<file path="config.mk">
export PLATFORM = sky130hd
export DESIGN_NAME = raw12_unpack_bayer_plane_split_flat
export DESIGN_NICKNAME = d
export VERILOG_FILES = /design/src/rtl/raw12_pkg.sv /design/src/rtl/raw12_ifs.sv /design/src/rtl/raw12_unpack_bayer_plane_split.sv /design/src/flat_wrapper.sv
export SDC_FILE = /design/constraint.sdc
export NUM_CORES = 1
export LEC_CHECK = 0
export CAP_MARGIN = 20
export CORE_MARGIN = 8
export CORE_UTILIZATION = 35
export CTS_CLUSTER_DIAMETER = 40
export DETAILED_ROUTE_END_ITERATION = 10
export DONT_BUFFER_PORTS = 1
export GPL_ROUTABILITY_DRIVEN = 0
export SYNTH_ARGS = -nofsm -noshare
export SYNTH_HDL_FRONTEND = slang
export SYNTH_SLANG_ARGS = --single-unit
</file>
<file path="constraint.sdc">
create_clock -name clk -period 11.1 [get_ports clk]
set_clock_uncertainty 0.2 [all_clocks]
set_input_delay 0 -clock clk [delete_from_list [all_inputs] [get_ports clk]]
set_output_delay 0 -clock clk [all_outputs]
set_load 0.01 [all_outputs]
</file>
<file path="src/rtl/raw12_pkg.sv">
`default_nettype none

package raw12_pkg;

  // Field widths fixed by the stream format
  localparam int BYTE_W      = 8;
  localparam int PIX_W       = 8;
  localparam int PLANE_W     = 2;
  localparam int PIX_IDX_W   = 24;
  localparam int CFG_DATA_W  = 14;
  localparam int CFG_IDX_W   = 1;
  localparam int NIBBLE_W    = 4;

  // Default size limits
  localparam int DEF_MAX_WIDTH  = 8192;
  localparam int DEF_MAX_HEIGHT = 8192;

  // Register reset values
  localparam logic [CFG_DATA_W-1:0] ROW_WIDTH_RST  = 14'd4096;
  localparam logic [CFG_DATA_W-1:0] FRAME_ROWS_RST = 14'd3072;

  typedef logic [BYTE_W-1:0]     byte_t;
  typedef logic [PIX_W-1:0]      pix_t;
  typedef logic [PLANE_W-1:0]    plane_t;
  typedef logic [PIX_IDX_W-1:0]  pix_idx_t;
  typedef logic [CFG_DATA_W-1:0] cfg_data_t;
  typedef logic [NIBBLE_W-1:0]   nibble_t;

  // Register indexes
  typedef enum logic [CFG_IDX_W-1:0] {
    CFG_ROW_WIDTH  = 1'b0,
    CFG_FRAME_ROWS = 1'b1
  } cfg_idx_t;

  // Bayer plane codes
  localparam plane_t PLANE_RED     = 2'd0;
  localparam plane_t PLANE_GREEN_R = 2'd1;
  localparam plane_t PLANE_GREEN_B = 2'd2;
  localparam plane_t PLANE_BLUE    = 2'd3;

endpackage

`default_nettype wire

</file>
<file path="src/rtl/raw12_ifs.sv">
`default_nettype none

// Packed sensor byte stream
interface raw12_byte_if;
  import raw12_pkg::*;
  logic  valid;
  logic  ready;
  byte_t data_byte;

  modport source (output valid, output data_byte, input ready);
  modport sink   (input valid, input data_byte, output ready);
endinterface

// Unpacked, plane-tagged pixel stream
interface raw12_pix_if;
  import raw12_pkg::*;
  logic     valid;
  logic     ready;
  pix_t     pixel_value;
  plane_t   plane;
  pix_idx_t plane_index;
  logic     frame_last;

  modport source (output valid, output pixel_value, output plane, output plane_index,
                  output frame_last, input ready);
  modport sink   (input valid, input pixel_value, input plane, input plane_index,
                  input frame_last, output ready);
endinterface

// Register write channel
interface raw12_cfg_if;
  import raw12_pkg::*;
  logic      valid;
  logic      ready;
  cfg_idx_t  index;
  cfg_data_t data;

  modport source (output valid, output index, output data, input ready);
  modport sink   (input valid, input index, input data, output ready);
endinterface

`default_nettype wire

</file>
<file path="src/rtl/raw12_unpack_bayer_plane_split.sv">
// RAW12 Bayer unpacker and plane splitter.
//
// byte_stream carries the packed big-endian 12-bit sensor data, one byte per
// item, three bytes for two pixels. pixel_stream gives one item per pixel:
// the upper eight bits, the Bayer plane, the index within that quarter plane
// and a flag on the last pixel of the frame. The middle byte of a triplet
// gives no pixel; its low nibble is held for the second pixel.
// cfg writes row_width (index 0) and frame_rows (index 1); it is always
// ready and takes one write per cycle. Write it only while the block is idle.
//
// Pixel valid rises in the cycle after a pixel byte is accepted. One byte
// is taken every cycle unless the receiver stalls: the unpack and counter
// update sit between the accepted byte and a single output register.
// When the receiver stalls, the output register holds its pixel and
// byte_stream.ready drops only while that register is full and not taken.
// Synchronous reset loads the register defaults, clears the counters, the
// byte phase and the output valid.
`default_nettype none

module raw12_unpack_bayer_plane_split #(
  parameter int MAX_WIDTH  = raw12_pkg::DEF_MAX_WIDTH,
  parameter int MAX_HEIGHT = raw12_pkg::DEF_MAX_HEIGHT
) (
  input  wire           clk,
  input  wire           rst,
  raw12_byte_if.sink    byte_stream,
  raw12_pix_if.source   pixel_stream,
  raw12_cfg_if.sink     cfg
);
  import raw12_pkg::*;

  localparam int CW   = $clog2(MAX_WIDTH);
  localparam int RW   = $clog2(MAX_HEIGHT);
  localparam int DIMW = CFG_DATA_W + 1;
  localparam logic [DIMW-1:0] MaxWEven = DIMW'(MAX_WIDTH & ~1);
  localparam logic [DIMW-1:0] MaxH     = DIMW'(MAX_HEIGHT);

  typedef enum logic [2:0] {
    PH_FIRST = 3'b001,
    PH_MID   = 3'b010,
    PH_LAST  = 3'b100
  } phase_t;

  // Registers
  cfg_data_t row_width, frame_rows;
  phase_t    phase, phase_next;
  nibble_t   held_nibble, held_nibble_next;
  logic [CW-1:0] col_count, col_count_next;
  logic [RW-1:0] row_count, row_count_next;
  pix_idx_t  even_pairs, even_pairs_next;
  pix_idx_t  odd_pairs, odd_pairs_next;

  logic      out_valid;
  pix_t      out_pixel, out_pixel_next;
  plane_t    out_plane, out_plane_next;
  pix_idx_t  out_index, out_index_next;
  logic      out_last, out_last_next;

  logic in_fire, emit;
  logic odd_row, row_end, frame_end;
  logic [DIMW-1:0] w_raw, w_eff, r_raw, r_eff;

  assign in_fire           = byte_stream.valid && byte_stream.ready;
  assign byte_stream.ready = !out_valid || pixel_stream.ready;
  assign cfg.ready         = 1'b1;

  assign pixel_stream.valid       = out_valid;
  assign pixel_stream.pixel_value = out_pixel;
  assign pixel_stream.plane       = out_plane;
  assign pixel_stream.plane_index = out_index;
  assign pixel_stream.frame_last  = out_last;

  // Effective frame size, clamped
  always_comb begin
    w_raw = {1'b0, row_width[CFG_DATA_W-1:1], 1'b0};
    w_eff = w_raw;
    if (w_raw < DIMW'(2)) w_eff = DIMW'(2);
    if (w_raw > MaxWEven) w_eff = MaxWEven;
    r_raw = {1'b0, frame_rows};
    r_eff = r_raw;
    if (r_raw < DIMW'(1)) r_eff = DIMW'(1);
    if (r_raw > MaxH) r_eff = MaxH;
  end

  assign odd_row   = row_count[0];
  assign row_end   = DIMW'(col_count) >= (w_eff - DIMW'(1));
  assign frame_end = row_end && (DIMW'(row_count) >= (r_eff - DIMW'(1)));

  // Unpack and counter update for one byte
  always_comb begin
    phase_next       = phase;
    held_nibble_next = held_nibble;
    col_count_next   = col_count;
    row_count_next   = row_count;
    even_pairs_next  = even_pairs;
    odd_pairs_next   = odd_pairs;
    emit             = 1'b0;
    out_pixel_next   = byte_stream.data_byte;
    out_plane_next   = odd_row ? PLANE_GREEN_B : PLANE_RED;
    out_index_next   = odd_row ? odd_pairs : even_pairs;
    out_last_next    = 1'b0;
    unique case (phase)
      PH_FIRST: begin
        emit           = 1'b1;
        col_count_next = col_count + CW'(1);
        phase_next     = PH_MID;
      end
      PH_MID: begin
        held_nibble_next = byte_stream.data_byte[NIBBLE_W-1:0];
        phase_next       = PH_LAST;
      end
      PH_LAST: begin
        emit           = 1'b1;
        out_pixel_next = {held_nibble, byte_stream.data_byte[BYTE_W-1 -: NIBBLE_W]};
        out_plane_next = odd_row ? PLANE_BLUE : PLANE_GREEN_R;
        out_last_next  = frame_end;
        if (odd_row) odd_pairs_next  = odd_pairs + PIX_IDX_W'(1);
        else         even_pairs_next = even_pairs + PIX_IDX_W'(1);
        if (frame_end) begin
          col_count_next  = '0;
          row_count_next  = '0;
          even_pairs_next = '0;
          odd_pairs_next  = '0;
        end else if (row_end) begin
          col_count_next = '0;
          row_count_next = row_count + RW'(1);
        end else begin
          col_count_next = col_count + CW'(1);
        end
        phase_next = PH_FIRST;
      end
      default: begin
        phase_next = PH_FIRST;
      end
    endcase
  end

  // Configuration registers
  always_ff @(posedge clk) begin
    if (rst) begin
      row_width  <= ROW_WIDTH_RST;
      frame_rows <= FRAME_ROWS_RST;
    end else if (cfg.valid && cfg.ready) begin
      unique case (cfg.index)
        CFG_ROW_WIDTH:  row_width  <= cfg.data;
        CFG_FRAME_ROWS: frame_rows <= cfg.data;
        default: ;
      endcase
    end
  end

  // Stream state
  always_ff @(posedge clk) begin
    if (rst) begin
      phase       <= PH_FIRST;
      held_nibble <= '0;
      col_count   <= '0;
      row_count   <= '0;
      even_pairs  <= '0;
      odd_pairs   <= '0;
    end else if (in_fire) begin
      phase       <= phase_next;
      held_nibble <= held_nibble_next;
      col_count   <= col_count_next;
      row_count   <= row_count_next;
      even_pairs  <= even_pairs_next;
      odd_pairs   <= odd_pairs_next;
    end
  end

  // Output register
  always_ff @(posedge clk) begin
    if (rst) begin
      out_valid <= 1'b0;
    end else if (in_fire && emit) begin
      out_valid <= 1'b1;
    end else if (pixel_stream.ready) begin
      out_valid <= 1'b0;
    end
  end

  always_ff @(posedge clk) begin
    if (in_fire && emit) begin
      out_pixel <= out_pixel_next;
      out_plane <= out_plane_next;
      out_index <= out_index_next;
      out_last  <= out_last_next;
    end
  end

  // Frame end only on the second pixel of a pair
  a_last_on_second: assert property (@(posedge clk) disable iff (rst)
    out_valid && out_last |-> out_plane[0])
    else $error("frame_last on first pixel of a pair");

  // A new pixel appears only after a byte that yields one
  a_rise_needs_emit: assert property (@(posedge clk) disable iff (rst)
    $rose(out_valid) |-> $past(in_fire) && ($past(phase) != PH_MID))
    else $error("pixel valid without a pixel byte");

  // Column never passes the widest row
  a_col_range: assert property (@(posedge clk) disable iff (rst)
    DIMW'(col_count) <= MaxWEven - DIMW'(1))
    else $error("column count out of range");

  // Frame end clears all position counters
  a_frame_clear: assert property (@(posedge clk) disable iff (rst)
    in_fire && (phase == PH_LAST) && frame_end |=>
      (col_count == '0) && (row_count == '0) && (even_pairs == '0) && (odd_pairs == '0))
    else $error("counters not cleared at frame end");

endmodule

`default_nettype wire

</file>
<file path="src/flat_wrapper.sv">
// flat-port wrapper written by rule: the top's interface ports become plain ports
module raw12_unpack_bayer_plane_split_flat import raw12_pkg::*;
#(
  parameter int MAX_WIDTH  = raw12_pkg::DEF_MAX_WIDTH,
  parameter int MAX_HEIGHT = raw12_pkg::DEF_MAX_HEIGHT
)
  (clk, rst, byte_stream_valid, byte_stream_data_byte, byte_stream_ready, pixel_stream_valid, pixel_stream_pixel_value, pixel_stream_plane, pixel_stream_plane_index, pixel_stream_frame_last, pixel_stream_ready, cfg_valid, cfg_index, cfg_data, cfg_ready);
  raw12_byte_if byte_stream_i ();
  raw12_pix_if pixel_stream_i ();
  raw12_cfg_if cfg_i ();
  input  wire clk;
  input  wire rst;
  input wire logic [$bits(byte_stream_i.valid)-1:0] byte_stream_valid;
  input wire logic [$bits(byte_stream_i.data_byte)-1:0] byte_stream_data_byte;
  output wire logic [$bits(byte_stream_i.ready)-1:0] byte_stream_ready;
  output wire logic [$bits(pixel_stream_i.valid)-1:0] pixel_stream_valid;
  output wire logic [$bits(pixel_stream_i.pixel_value)-1:0] pixel_stream_pixel_value;
  output wire logic [$bits(pixel_stream_i.plane)-1:0] pixel_stream_plane;
  output wire logic [$bits(pixel_stream_i.plane_index)-1:0] pixel_stream_plane_index;
  output wire logic [$bits(pixel_stream_i.frame_last)-1:0] pixel_stream_frame_last;
  input wire logic [$bits(pixel_stream_i.ready)-1:0] pixel_stream_ready;
  input wire logic [$bits(cfg_i.valid)-1:0] cfg_valid;
  input wire logic [$bits(cfg_i.index)-1:0] cfg_index;
  input wire logic [$bits(cfg_i.data)-1:0] cfg_data;
  output wire logic [$bits(cfg_i.ready)-1:0] cfg_ready;
  assign byte_stream_i.valid = byte_stream_valid;
  assign byte_stream_i.data_byte = byte_stream_data_byte;
  assign byte_stream_ready = byte_stream_i.ready;
  assign pixel_stream_valid = pixel_stream_i.valid;
  assign pixel_stream_pixel_value = pixel_stream_i.pixel_value;
  assign pixel_stream_plane = pixel_stream_i.plane;
  assign pixel_stream_plane_index = pixel_stream_i.plane_index;
  assign pixel_stream_frame_last = pixel_stream_i.frame_last;
  assign pixel_stream_i.ready = pixel_stream_ready;
  assign cfg_i.valid = cfg_valid;
  assign cfg_i.index = cfg_index;
  assign cfg_i.data = cfg_data;
  assign cfg_ready = cfg_i.ready;
  raw12_unpack_bayer_plane_split #(.MAX_WIDTH(MAX_WIDTH), .MAX_HEIGHT(MAX_HEIGHT)) u_core (.clk(clk), .rst(rst), .byte_stream(byte_stream_i), .pixel_stream(pixel_stream_i), .cfg(cfg_i));
endmodule
</file>
=== Word level (Yosys, flattened, before mapping) ===
Cells that the tools add are included.

* Add/subtract/negate cells: 6
* $lt $le $gt $ge: 6
* Equal/unequal tests: 4
* Mux-type cells: 22
* Bitwise gates (word level): 1
* Reductions and logical operators: 17

{| class="wikitable"
|+ Operators by type and width
! kind !! number
|-
| 2-to-1 mux 24 bit || 5
|-
| 2-to-1 mux 13 bit || 4
|-
| adder 24 x 1 -> 24 bit (second input constant) || 2
|-
| 2-to-1 mux 14 bit || 3
|-
| >= comparator 13 x 15 -> 1 bit || 2
|-
| > comparator 14 bit (second input constant) || 2
|-
| adder 13 x 1 -> 13 bit (second input constant) || 2
|-
| case mux 13 bit (2 select lines) || 1
|-
| 2-to-1 mux 15 bit || 1
|-
| subtractor 14 x 1 -> 15 bit (second input constant) || 1
|-
| subtractor 15 x 1 -> 15 bit (second input constant) || 1
|-
| less-than comparator 14 x 1 -> 1 bit (second input constant) || 1
|-
| less-than comparator 14 x 2 -> 1 bit (second input constant) || 1
|-
| AND reduction 3 bit || 3
|-
| 2-to-1 mux 8 bit || 1
|-
| AND reduction 2 bit || 4
|-
| nonzero test 2 bit || 4
|-
| 2-to-1 mux 2 bit || 3
|-
| case mux 3 bit (2 select lines) || 1
|-
| == test 3 x 1 -> 1 bit (second input constant) || 1
|-
| == test 3 x 2 -> 1 bit (second input constant) || 1
|-
| == test 3 bit (second input constant) || 1
|-
| logical AND 1 bit || 3
|-
| 2-to-1 mux 1 bit || 3
|-
| 5 further kinds || 5
|}

* Flip-flop bits (word level): 145
* Bits of input ports: 28
* Output and inout bits: 38
* Logic and storage cells: 69

=== Logic depth before layout (Yosys ltp) ===
Gate-level depths: netlist of run 1.

* Depth after elaboration: 8
* Mapped depth: 20
* Depth with buffers taken out: 18

=== Worst setup path after synthesis of run 1 ===
Ideal clock, no wire load.

* Path kind: reg2reg
* Start point: register u_core.row_width[6]
* End point: register u_core.even_pairs[19]
* Setup time: 0.070 ns
* Data arrival time: 3.966 ns
* Data required time: 10.830 ns
* Setup slack: 6.863 ns
* Cell stages (with the launch flop): 21
* Buffers on the path: 3
* Clock period less this slack: 4.237 ns
* Cells stage by stage: dfxtp_1 -> nor4_2 -> nand3_1 -> nor2_1 -> nor2_1 -> or2_2 -> ha_1 -> o21ai_0 -> nor2b_1 -> mux2_2 -> a21oi_1 -> ha_1 -> a211oi_1 -> o21ai_0 -> a41oi_1 -> nor3_2 -> buf_4 -> a21o_1 -> buf_2 -> buf_1 -> a21oi_1

* Longest elaborated chain between the ends: 8
* Elaborated cells on any way between the ends: 10
* Classes of those cells: add/sub: 1; order compare: 3; eq/ne: 1; mux: 3; reduce/logical: 2

{| class="wikitable"
|+ Ends and longest elaborated chain
! element !! line !! RTL
|-
| start, declared || raw12_unpack_bayer_plane_split.sv:45 || <nowiki>cfg_data_t row_width, frame_rows;</nowiki>
|-
| start signal, assigned || raw12_unpack_bayer_plane_split.sv:145 || <nowiki>CFG_ROW_WIDTH: row_width <= cfg.data;</nowiki>
|-
| less-than comparator 14 x 2 -> 1 bit || raw12_unpack_bayer_plane_split.sv:77 || <nowiki>if (w_raw < DIMW'(2)) w_eff = DIMW'(2);</nowiki>
|-
| 2-to-1 mux 14 bit || raw12_unpack_bayer_plane_split.sv:77 ||
|-
| 2-to-1 mux 15 bit (*) || raw12_unpack_bayer_plane_split.sv:78 || <nowiki>if (w_raw > MaxWEven) w_eff = MaxWEven;</nowiki>
|-
| subtractor 15 x 1 -> 15 bit (*) || raw12_unpack_bayer_plane_split.sv:86 || <nowiki>assign row_end = DIMW'(col_count) >= (w_eff - DIMW'(1));</nowiki>
|-
| >= comparator 13 x 15 -> 1 bit (*) || raw12_unpack_bayer_plane_split.sv:86 ||
|-
| logical AND 1 bit (*) || raw12_unpack_bayer_plane_split.sv:87 || <nowiki>assign frame_end = row_end && (DIMW'(row_count) >= (r_eff - DIMW'(1)));</nowiki>
|-
| inequality test 2 bit (no source line) || - ||
|-
| AND reduction 3 bit (no source line) || - ||
|-
| end signal, assigned || raw12_unpack_bayer_plane_split.sv:166 || <nowiki>even_pairs <= even_pairs_next;</nowiki>
|-
| end, declared || raw12_unpack_bayer_plane_split.sv:50 || <nowiki>pix_idx_t even_pairs, even_pairs_next;</nowiki>
|}

Mark *: on every way between the ends. The rest lies on a longest branch, timed or not.
A chain may end at the register's enable or synchronous reset.

=== Worst setup path after layout of run 1 ===
* Start point: register u_core.row_width[6]
* End point: register u_core.even_pairs[15]

The elaborated chain is that of the path after synthesis.

==> flow_summary.html, run 1 <==
<table>
<tr><th>Metric</th><th>Value</th></tr>
<tr><th colspan="2">Logic synthesis</th></tr>
<tr><td>Ys flop type</td><td>dfxtp_1</td></tr>
<tr><td>Syn Inst Count</td><td>831</td></tr>
<tr><td>Cells taking the most area after synthesis</td><td>dfxtp_1 29%, edfxtp_1 14%, nand2_1 5.6%</td></tr>
<tr><td>Register bit total from synthesis</td><td>144</td></tr>
<tr><td>Mapped Nets</td><td>890</td></tr>
<tr><td>Top cell type's share of synthesized area</td><td>28.94%</td></tr>
<tr><td>Post-synthesis sequential area ratio</td><td>42.88%</td></tr>
<tr><td>Async set-reset flop share out of synthesis</td><td>0%</td></tr>
<tr><td>Count of flip-flops with a built-in enable after synthesis</td><td>35</td></tr>
<tr><td>Number of warnings printed during yosys synthesis</td><td>0</td></tr>
<tr><td>Post-synth design cell area</td><td>7540 µm²</td></tr>
<tr><td>Dominant cell type by area after synthesis</td><td>dfxtp_1</td></tr>
<tr><td>Post-synth cell types</td><td>67</td></tr>
<tr><td>Post-Syn Area per Cell</td><td>9.073 µm²</td></tr>
<tr><th colspan="2">STA</th></tr>
<tr><td>Period utilisation layout</td><td>48.61%</td></tr>
<tr><td>Setup violation total in the final timing report</td><td>0</td></tr>
<tr><td>Tightest slew margin relative to the limit</td><td>29.40%</td></tr>
<tr><td>Number of pins exceeding their max-slew limit in the final report</td><td>0</td></tr>
<tr><td>Hold violation count in the final report</td><td>0</td></tr>
<tr><td>Worst hold margin</td><td>0.03142 ns</td></tr>
<tr><td>RSZ-0062 raised after global routing</td><td>no</td></tr>
<tr><td>Min Clock Period, post-route</td><td>5.396 ns</td></tr>
<tr><td>F_max</td><td>0.1853 GHz</td></tr>
<tr><td>Final total negative setup slack</td><td>0 ns</td></tr>
<tr><td>Worst-margin pin slew</td><td>1.049 ns</td></tr>
<tr><th colspan="2">Pwr</th></tr>
<tr><td>LEAKAGE</td><td>0.003136 µW</td></tr>
<tr><td>Clock network power share</td><td>43.5%</td></tr>
<tr><td>Highest ir drop seen on vdd</td><td>0.08206 mV</td></tr>
<tr><td>Register share of total power</td><td>47.0%</td></tr>
<tr><td>Switching portion of total power</td><td>26.54%</td></tr>
<tr><td>Internal power of the cells</td><td>904.3 µW</td></tr>
<tr><td>Switching pwr</td><td>326.7 µW</td></tr>
<tr><td>Logic gate share of total power</td><td>9.6%</td></tr>
<tr><td>Power density of the placed cells</td><td>140.5 nW/µm²</td></tr>
<tr><th colspan="2">Clock network</th></tr>
<tr><td>Number of buffers inserted during clock tree synthesis</td><td>17</td></tr>
<tr><td>Sink count of the clock tree</td><td>144</td></tr>
<tr><td>Number of buffers added for setup after CTS</td><td>0</td></tr>
<tr><td>Quantity of gates resized following cts</td><td>0</td></tr>
<tr><td>CTS tree</td><td>yes</td></tr>
<tr><td>Clock Tree Buf Depth</td><td>2</td></tr>
<tr><td>Clock Latency Late Sink</td><td>0.42 ns</td></tr>
<tr><td>Clock transition at path regs</td><td>0.07 ns</td></tr>
<tr><td>H-tree depth</td><td>4</td></tr>
<tr><td>Hold_buf cts</td><td>49</td></tr>
<tr><td>Root buffer cell</td><td>clkbuf_16</td></tr>
<tr><th colspan="2">Route</th></tr>
<tr><td>Number of DRC markers in iteration 0</td><td>354</td></tr>
<tr><td>Post-route antenna net violation count</td><td>0</td></tr>
<tr><td>Routed length per placed instance</td><td>16.16 µm</td></tr>
<tr><td>Vias per std cell</td><td>5.282</td></tr>
<tr><td>Detailed-route DRC error count</td><td>0</td></tr>
<tr><td>Vias after detailed routing</td><td>6,080</td></tr>
<tr><td>Wire length after detailed routing</td><td>18,600 µm</td></tr>
<tr><td>Drt pass-1 iters</td><td>5</td></tr>
<tr><th colspan="2">Run status</th></tr>
<tr><td>Result of the run</td><td>completed</td></tr>
<tr><th colspan="2">Worst setup path</th></tr>
<tr><td>Crit path required time</td><td>11.26 ns</td></tr>
<tr><td>Critical path capture point type</td><td>flip-flop</td></tr>
<tr><td>Cell type group with the largest total delay on the critical path</td><td>simple AND/OR/NAND/NOR gates</td></tr>
<tr><td>Crit Path Max Fanout</td><td>16</td></tr>
<tr><td>Critical Path Source Type</td><td>flip-flop</td></tr>
<tr><td>Worst r2r path cells</td><td>18</td></tr>
<tr><td>Crit Path Class</td><td>flip-flop to flip-flop</td></tr>
<tr><td>Cell with the largest stage delay on the worst path</td><td>nor3_2</td></tr>
<tr><td>Count of buffering cells on the critical path with inverters included</td><td>0</td></tr>
<tr><td>Data arrival time at the worst-slack endpoint</td><td>5.55 ns</td></tr>
<tr><td>Critical Path, Cell by Cell</td><td>nor4_2 -&gt; nand3_1 -&gt; nor2_1 -&gt; nor2_1 -&gt; or2_2 -&gt; ha_1 -&gt; o21ai_0 -&gt; nor2b_1 -&gt; mux2_2 -&gt; a21oi_1 -&gt; ha_1 -&gt; o211ai_1 -&gt; o21ai_0 -&gt; a41oi_1 -&gt; nor3_2 -&gt; a41oi_2 -&gt; or4_1 -&gt; a21oi_1</td></tr>
<tr><td>Largest incremental delay on the critical path</td><td>0.76 ns</td></tr>
<tr><td>Crit. path cell count</td><td>18</td></tr>
<tr><th colspan="2">Global route</th></tr>
<tr><td>Vias in the first global route</td><td>5,883</td></tr>
<tr><td>First-pass GRT wire length</td><td>30,430 µm</td></tr>
<tr><td>Final global-route overflow total</td><td>0</td></tr>
<tr><td>Largest net degree at the start of global routing</td><td>47</td></tr>
<tr><td>Antenna violations before repair</td><td>0</td></tr>
<tr><td>Total routing resource utilization after global routing</td><td>14.17%</td></tr>
<tr><th colspan="2">Floorplan</th></tr>
<tr><td>Count of pins on the block boundary</td><td>66</td></tr>
<tr><td>Chip width</td><td>162.8 µm</td></tr>
<tr><td>Die ar.</td><td>26,490 µm²</td></tr>
<tr><td>Standard-cell rows</td><td>53</td></tr>
<tr><td>Die Height</td><td>162.8 µm</td></tr>
<tr><td>Initial standard-cell utilization of the core</td><td>35.75%</td></tr>
<tr><td>Standard cell core area</td><td>21,090 µm²</td></tr>
<tr><th colspan="2">Placed design</th></tr>
<tr><td>Placed instance area</td><td>7712 µm²</td></tr>
<tr><td>Dpl hpwl</td><td>12,510 µm</td></tr>
<tr><td>Buffers on Ports</td><td>0</td></tr>
<tr><th colspan="2">Layout</th></tr>
<tr><td>Share of final-layout standard cells stronger than drive strength 1</td><td>9.475%</td></tr>
<tr><td>Total inserted antenna cells</td><td>0</td></tr>
<tr><td>Fraction of the core area covered by cells at the end of the flow</td><td>41.55%</td></tr>
<tr><td>Post-route cell area</td><td>8762 µm²</td></tr>
<tr><td>Area added between synthesis and finish</td><td>16.21%</td></tr>
<tr><td>Top library cells by usage in the layout, fill and taps aside</td><td>113 x nand2_1, 108 x dfxtp_1, 77 x a21oi_1, 71 x nor2_1, 48 x dlygate4sd3_1</td></tr>
<tr><td>Most common library cell in the layout ignoring fill and taps</td><td>nand2_1</td></tr>
<tr><td>Layout filler cell count</td><td>2,066</td></tr>
<tr><td>Final #Nets</td><td>922</td></tr>
<tr><th colspan="2">Min path</th></tr>
<tr><td>Path category of the worst min-delay check</td><td>primary input to flip-flop</td></tr>
<tr><td>Number of instances on the worst hold path</td><td>3</td></tr>
<tr><th colspan="2">Job</th></tr>
<tr><td>Max-cap check violation count</td><td>0</td></tr>
</table>
stage by stage:
step / total power (µW) / worst slack [ns] / instances
2_1_floorplan: 665.9 / 6.863 / 831
3_3_place_gp: 688.4 / 5.902 / 1069
3_5_place_dp: 688.9 / 5.755 / 1069
4_1_cts: 1245 / 5.720 / 1150
5_1_grt: 1285 / 5.239 / 1151
6_report: 1231 / 5.704 / 1151
state kept, by name, summed over array words and instances, names as in the netlist:
register                         cells
u_core.phase                         3
u_core.pixel_stream.plane_index     24
u_core.odd_pairs                    24
u_core.pixel_stream.frame_last       1
u_core.pixel_stream.valid            1
u_core.even_pairs                   24
u_core.col_count                    13
u_core.pixel_stream.pixel_value      8
u_core.row_count                    13
u_core.held_nibble                   4
u_core.row_width                    13
u_core.pixel_stream.plane            2
u_core.frame_rows                   14
power groups by stage:
stage | combinational [µW] | sequential [µW] | clock [µW]
after global routing | 134 | 581 | 571
final | 118 | 578 | 535
after CTS | 118 | 579 | 548
after floorplan | 83.5 | 582 | 0
after global placement | 98.5 | 590 | 0
after detailed placement | 99.3 | 590 | 0
metal layers:
metal / track usage [%] / vias to the layer above / part of all wire [%]
li1: - / 3099 / -
met1: 18.58 / 2839 / 49
met2: 22.37 / 126 / 45
met3: 4.044 / 16 / 4.9
met4: 3.878 / 0 / 0.95
met5: 0 / - / 0
logic make-up (layout without fill, tap and decap cells):
family,after synthesis,after routing,share of synthesized area (%)
compound gates,168,168,14.34
xor+xnor,41,41,4.763
fa+ha+maj,31,31,5.144
buf+inv,48,93,2.888
flops,144,144,42.88
mux,38,38,5.576
other cells,1,1,0.04974
simple gates,360,360,24.36
path summary, 6_finish.rpt:
kind | slack, ns | end | startpoint
worst min-delay path | 0.03 | u_core.row_width[8] | cfg_index
worst max register to register | 5.70 | u_core.even_pairs[15] | u_core.row_width[6]
worst min register to register | 0.29 | u_core.odd_pairs[23] | u_core.odd_pairs[23]
worst max-delay path | 5.70 | u_core.even_pairs[15] | u_core.row_width[6]
layout make-up:
type | count | area, µm² | share of cell area [%]
multi-input cells | 639 | 4089 | 46.67
well taps | 275 | 344.1 | 3.927
repair buffers | 51 | 513.0 | 5.855
clock inverters | 12 | 97.59 | 1.114
flip-flops and latches | 144 | 3234 | 36.91
inverters | 10 | 37.54 | 0.4284
clock buffers | 20 | 446.7 | 5.098
tightest hold or removal path, cell delays in order:
cell and delay, ns:
nand2b_1 0.37, nand2_1 0.17, a21oi_1 0.06
cells in the mapped netlist (7+ instances only):
cell type / number
and3_1: 20
nand2_1: 113
xor2_1: 28
clkbuf_1: 24
o21ai_0: 28
or4_1: 19
nand3_1: 31
ha_1: 31
edfxtp_1: 35
nand2b_1: 13
a21oi_1: 77
xnor2_1: 13
nor2_1: 71
inv_1: 10
o31ai_1: 21
or3_1: 17
mux2_2: 32
dfxtp_1: 109
nand4_1: 20
nor3_1: 13
nor2b_1: 7
No activity file was read; power rests on OpenSTA's default activity.
==> inputs of run 2 (changes only) <==
- clock period: 11.1 -> 5.4 ns (I/O delays scaled with it)
==> run 2 against run 1 <==
Via count rose by 0.16%; largest power group unchanged; final cell count is 0.17% higher; hold slack lost 0.019 ns; register-to-register slack got worse by 5.1 ns.
==> flow_summary.html, run 2 (synthesis results as in run 1) <==
<table>
<tr><th>Metric</th><th>Value</th></tr>
<tr><th colspan="2">Placed design</th></tr>
<tr><td>Buffers on Ports</td><td>0 (unchanged)</td></tr>
<tr><td>Dpl hpwl</td><td>12,550 µm (+0.28%)</td></tr>
<tr><td>Placed cells</td><td>1,076 (+0.65%)</td></tr>
<tr><th colspan="2">Worst setup path</th></tr>
<tr><td>Critical Path Source Type</td><td>flip-flop</td></tr>
<tr><td>Critical Path, Cell by Cell</td><td>or3_4 -&gt; nand4bb_4 -&gt; nor3_1 -&gt; o21ai_0 -&gt; ha_1 -&gt; nand4_1 -&gt; o21ai_0 -&gt; a221o_1 -&gt; ha_1 -&gt; a211oi_1 -&gt; nand2_1 -&gt; a31oi_1 -&gt; a211oi_4 -&gt; a21oi_4 -&gt; buf_4 -&gt; or4_1 -&gt; a21oi_1</td></tr>
<tr><td>Cell type group with the largest total delay on the critical path</td><td>simple AND/OR/NAND/NOR gates</td></tr>
<tr><td>Crit path required time</td><td>5.54 ns (-5.72 ns)</td></tr>
<tr><td>Largest incremental delay on the critical path</td><td>0.55 ns (-0.21 ns)</td></tr>
<tr><td>Crit Path Max Fanout</td><td>35 (+19)</td></tr>
<tr><td>Cell with the largest stage delay on the worst path</td><td>a211oi_4</td></tr>
<tr><td>Data arrival time at the worst-slack endpoint</td><td>4.97 ns (-0.58 ns)</td></tr>
<tr><td>Count of buffering cells on the critical path with inverters included</td><td>1 (+1)</td></tr>
<tr><td>Critical path capture point type</td><td>flip-flop</td></tr>
<tr><td>Crit Path Class</td><td>flip-flop to flip-flop</td></tr>
<tr><th colspan="2">Floorplan</th></tr>
<tr><td>Initial standard-cell utilization of the core</td><td>35.75% (unchanged)</td></tr>
<tr><td>Standard-cell rows</td><td>53 (unchanged)</td></tr>
<tr><td>Count of pins on the block boundary</td><td>66 (unchanged)</td></tr>
<tr><td>Die ar.</td><td>26,490 µm² (unchanged)</td></tr>
<tr><td>Chip width</td><td>162.8 µm (unchanged)</td></tr>
<tr><td>Standard cell core area</td><td>21,090 µm² (unchanged)</td></tr>
<tr><td>Die Height</td><td>162.8 µm (unchanged)</td></tr>
<tr><th colspan="2">STA</th></tr>
<tr><td>Hold violation count in the final report</td><td>0 (unchanged)</td></tr>
<tr><td>Final total negative setup slack</td><td>0 ns (unchanged)</td></tr>
<tr><td>Period utilisation layout</td><td>89.44% (+41 points)</td></tr>
<tr><td>RSZ-0062 raised after global routing</td><td>no</td></tr>
<tr><td>Tightest slew margin relative to the limit</td><td>37.41% (+8.0 points)</td></tr>
<tr><td>Setup violation total in the final timing report</td><td>0 (unchanged)</td></tr>
<tr><td>Number of pins exceeding their max-slew limit in the final report</td><td>0 (unchanged)</td></tr>
<tr><td>Worst-margin pin slew</td><td>0.9347 ns (-0.1147 ns)</td></tr>
<tr><td>Min Clock Period, post-route</td><td>4.830 ns (-0.5664 ns)</td></tr>
<tr><td>F_max</td><td>0.2071 GHz (+12%)</td></tr>
<tr><th colspan="2">Route</th></tr>
<tr><td>Vias per std cell</td><td>5.282 (about the same)</td></tr>
<tr><td>Drt pass-1 iters</td><td>4 (-1)</td></tr>
<tr><td>Routed length per placed instance</td><td>15.95 µm (-1.2%)</td></tr>
<tr><td>Vias after detailed routing</td><td>6,090 (+0.16%)</td></tr>
<tr><td>Number of DRC markers in iteration 0</td><td>415 (+17%)</td></tr>
<tr><td>Post-route antenna net violation count</td><td>0 (unchanged)</td></tr>
<tr><td>Detailed-route DRC error count</td><td>0 (unchanged)</td></tr>
<tr><td>Wire length after detailed routing</td><td>18,400 µm (-1.1%)</td></tr>
<tr><th colspan="2">Layout</th></tr>
<tr><td>Share of final-layout standard cells stronger than drive strength 1</td><td>10.36% (+0.89 points)</td></tr>
<tr><td>Total inserted antenna cells</td><td>0 (unchanged)</td></tr>
<tr><td>Top library cells by usage in the layout, fill and taps aside</td><td>113 x nand2_1, 108 x dfxtp_1, 77 x a21oi_1, 71 x nor2_1, 44 x dlygate4sd3_1</td></tr>
<tr><td>Layout filler cell count</td><td>2,079 (+0.63%)</td></tr>
<tr><td>Most common library cell in the layout ignoring fill and taps</td><td>nand2_1</td></tr>
<tr><td>Post-layout instance count excluding filler cells</td><td>1,153 (+0.17%)</td></tr>
<tr><td>Area added between synthesis and finish</td><td>16.78%</td></tr>
<tr><td>Final #Nets</td><td>924 (+0.22%)</td></tr>
<tr><th colspan="2">Pwr</th></tr>
<tr><td>Power density of the placed cells</td><td>293.3 nW/µm² (+110%)</td></tr>
<tr><td>Post-layout total power</td><td>2582 µW (+110%)</td></tr>
<tr><td>LEAKAGE</td><td>0.003174 µW (+1.2%)</td></tr>
<tr><td>Highest ir drop seen on vdd</td><td>0.1874 mV (+130%)</td></tr>
<tr><th colspan="2">Clock network</th></tr>
<tr><td>Number of buffers added for setup after CTS</td><td>0 (unchanged)</td></tr>
<tr><td>Clock Tree Buf Depth</td><td>2 (unchanged)</td></tr>
<tr><td>Sink count of the clock tree</td><td>144 (unchanged)</td></tr>
<tr><td>Clock Latency Late Sink</td><td>0.42 ns (about the same)</td></tr>
<tr><td>H-tree depth</td><td>4 (unchanged)</td></tr>
<tr><td>Clock transition at path regs</td><td>0.07 ns (about the same)</td></tr>
<tr><td>CTS tree</td><td>yes</td></tr>
<tr><td>Number of buffers inserted during clock tree synthesis</td><td>17 (unchanged)</td></tr>
<tr><td>Root buffer cell</td><td>clkbuf_16</td></tr>
<tr><th colspan="2">Global route</th></tr>
<tr><td>Final global-route overflow total</td><td>0 (unchanged)</td></tr>
<tr><td>Antenna violations before repair</td><td>0 (unchanged)</td></tr>
<tr><td>Total routing resource utilization after global routing</td><td>14.02% (-0.15 points)</td></tr>
<tr><td>First-pass GRT wire length</td><td>30,090 µm (-1.1%)</td></tr>
<tr><td>Vias in the first global route</td><td>5,762 (-2.1%)</td></tr>
<tr><td>Largest net degree at the start of global routing</td><td>57 (+21%)</td></tr>
<tr><th colspan="2">Job</th></tr>
<tr><td>Max-cap check violation count</td><td>0 (unchanged)</td></tr>
<tr><th colspan="2">Run status</th></tr>
<tr><td>Result of the run</td><td>completed</td></tr>
<tr><th colspan="2">Min path</th></tr>
<tr><td>Path category of the worst min-delay check</td><td>primary input to flip-flop</td></tr>
</table>
run 2: area by class of cell:
class / instances / area [µm²] / area share [%]
multi-input cells: 639 / 4089 / 46.44
flip-flops and latches: 144 / 3234 / 36.73
repair buffers: 53 / 520.5 / 5.912
clock buffers: 19 / 464.2 / 5.272
well taps: 275 / 344.1 / 3.908
clock inverters: 13 / 115.1 / 1.307
inverters: 10 / 37.54 / 0.4263
run 2: stage by stage:
stage	hold WS, ns	util [%]	setup slack (ns)	cell area, µm²
after detailed placement	-0.1157	36.82	0.5916	7765
after floorplan	-0.07892	-	1.163	7540
after CTS	0.006636	41.75	0.5603	8805
final	0.01234	41.75	0.5705	8805
after global routing	0.03795	41.75	0.1329	8805
after global placement	-0.1169	36.82	0.6896	7765
run 2: timing repair:
item,4_1_cts,5_1_grt
hold buffers,45,0
endpoints found under the hold margin,73,0
resized for setup,0,0
run 2: path summary, 6_finish.rpt:
| path | from | to | slack [ns] | cells past startpoint |
|---|---|---|---|---|
| min | rst | u_core.even_pairs[6] | 0.01 | 3 |
| min reg2reg | u_core.even_pairs[23] | u_core.even_pairs[23] | 0.28 | 2 |
| max reg2reg | u_core.frame_rows[4] | u_core.odd_pairs[22] | 0.57 | 17 |
| max | u_core.frame_rows[4] | u_core.odd_pairs[22] | 0.57 | 17 |
run 2: worst min-delay path, stage by stage:
cell	delay, ns
a21o_1	0.13
buf_4	0.30
nor2_1	0.15
run 2: report_power, final:
group | switching, µW | internal [µW]
Sequential | 40.8 | 1140
Clock | 507 | 647
Combinational | 140 | 103
Total | 687 | 1900
run 2: metal layers:
| metal | track usage (%) | up-vias | share of wire (%) |
|---|---|---|---|
| met1 | 18.97 | 2875 | 49 |
| met5 | 0 | - | 0 |
| met2 | 21.50 | 106 | 45 |
| li1 | - | 3096 | - |
| met4 | 3.586 | 0 | 0.90 |
| met3 | 4.019 | 13 | 5.1 |
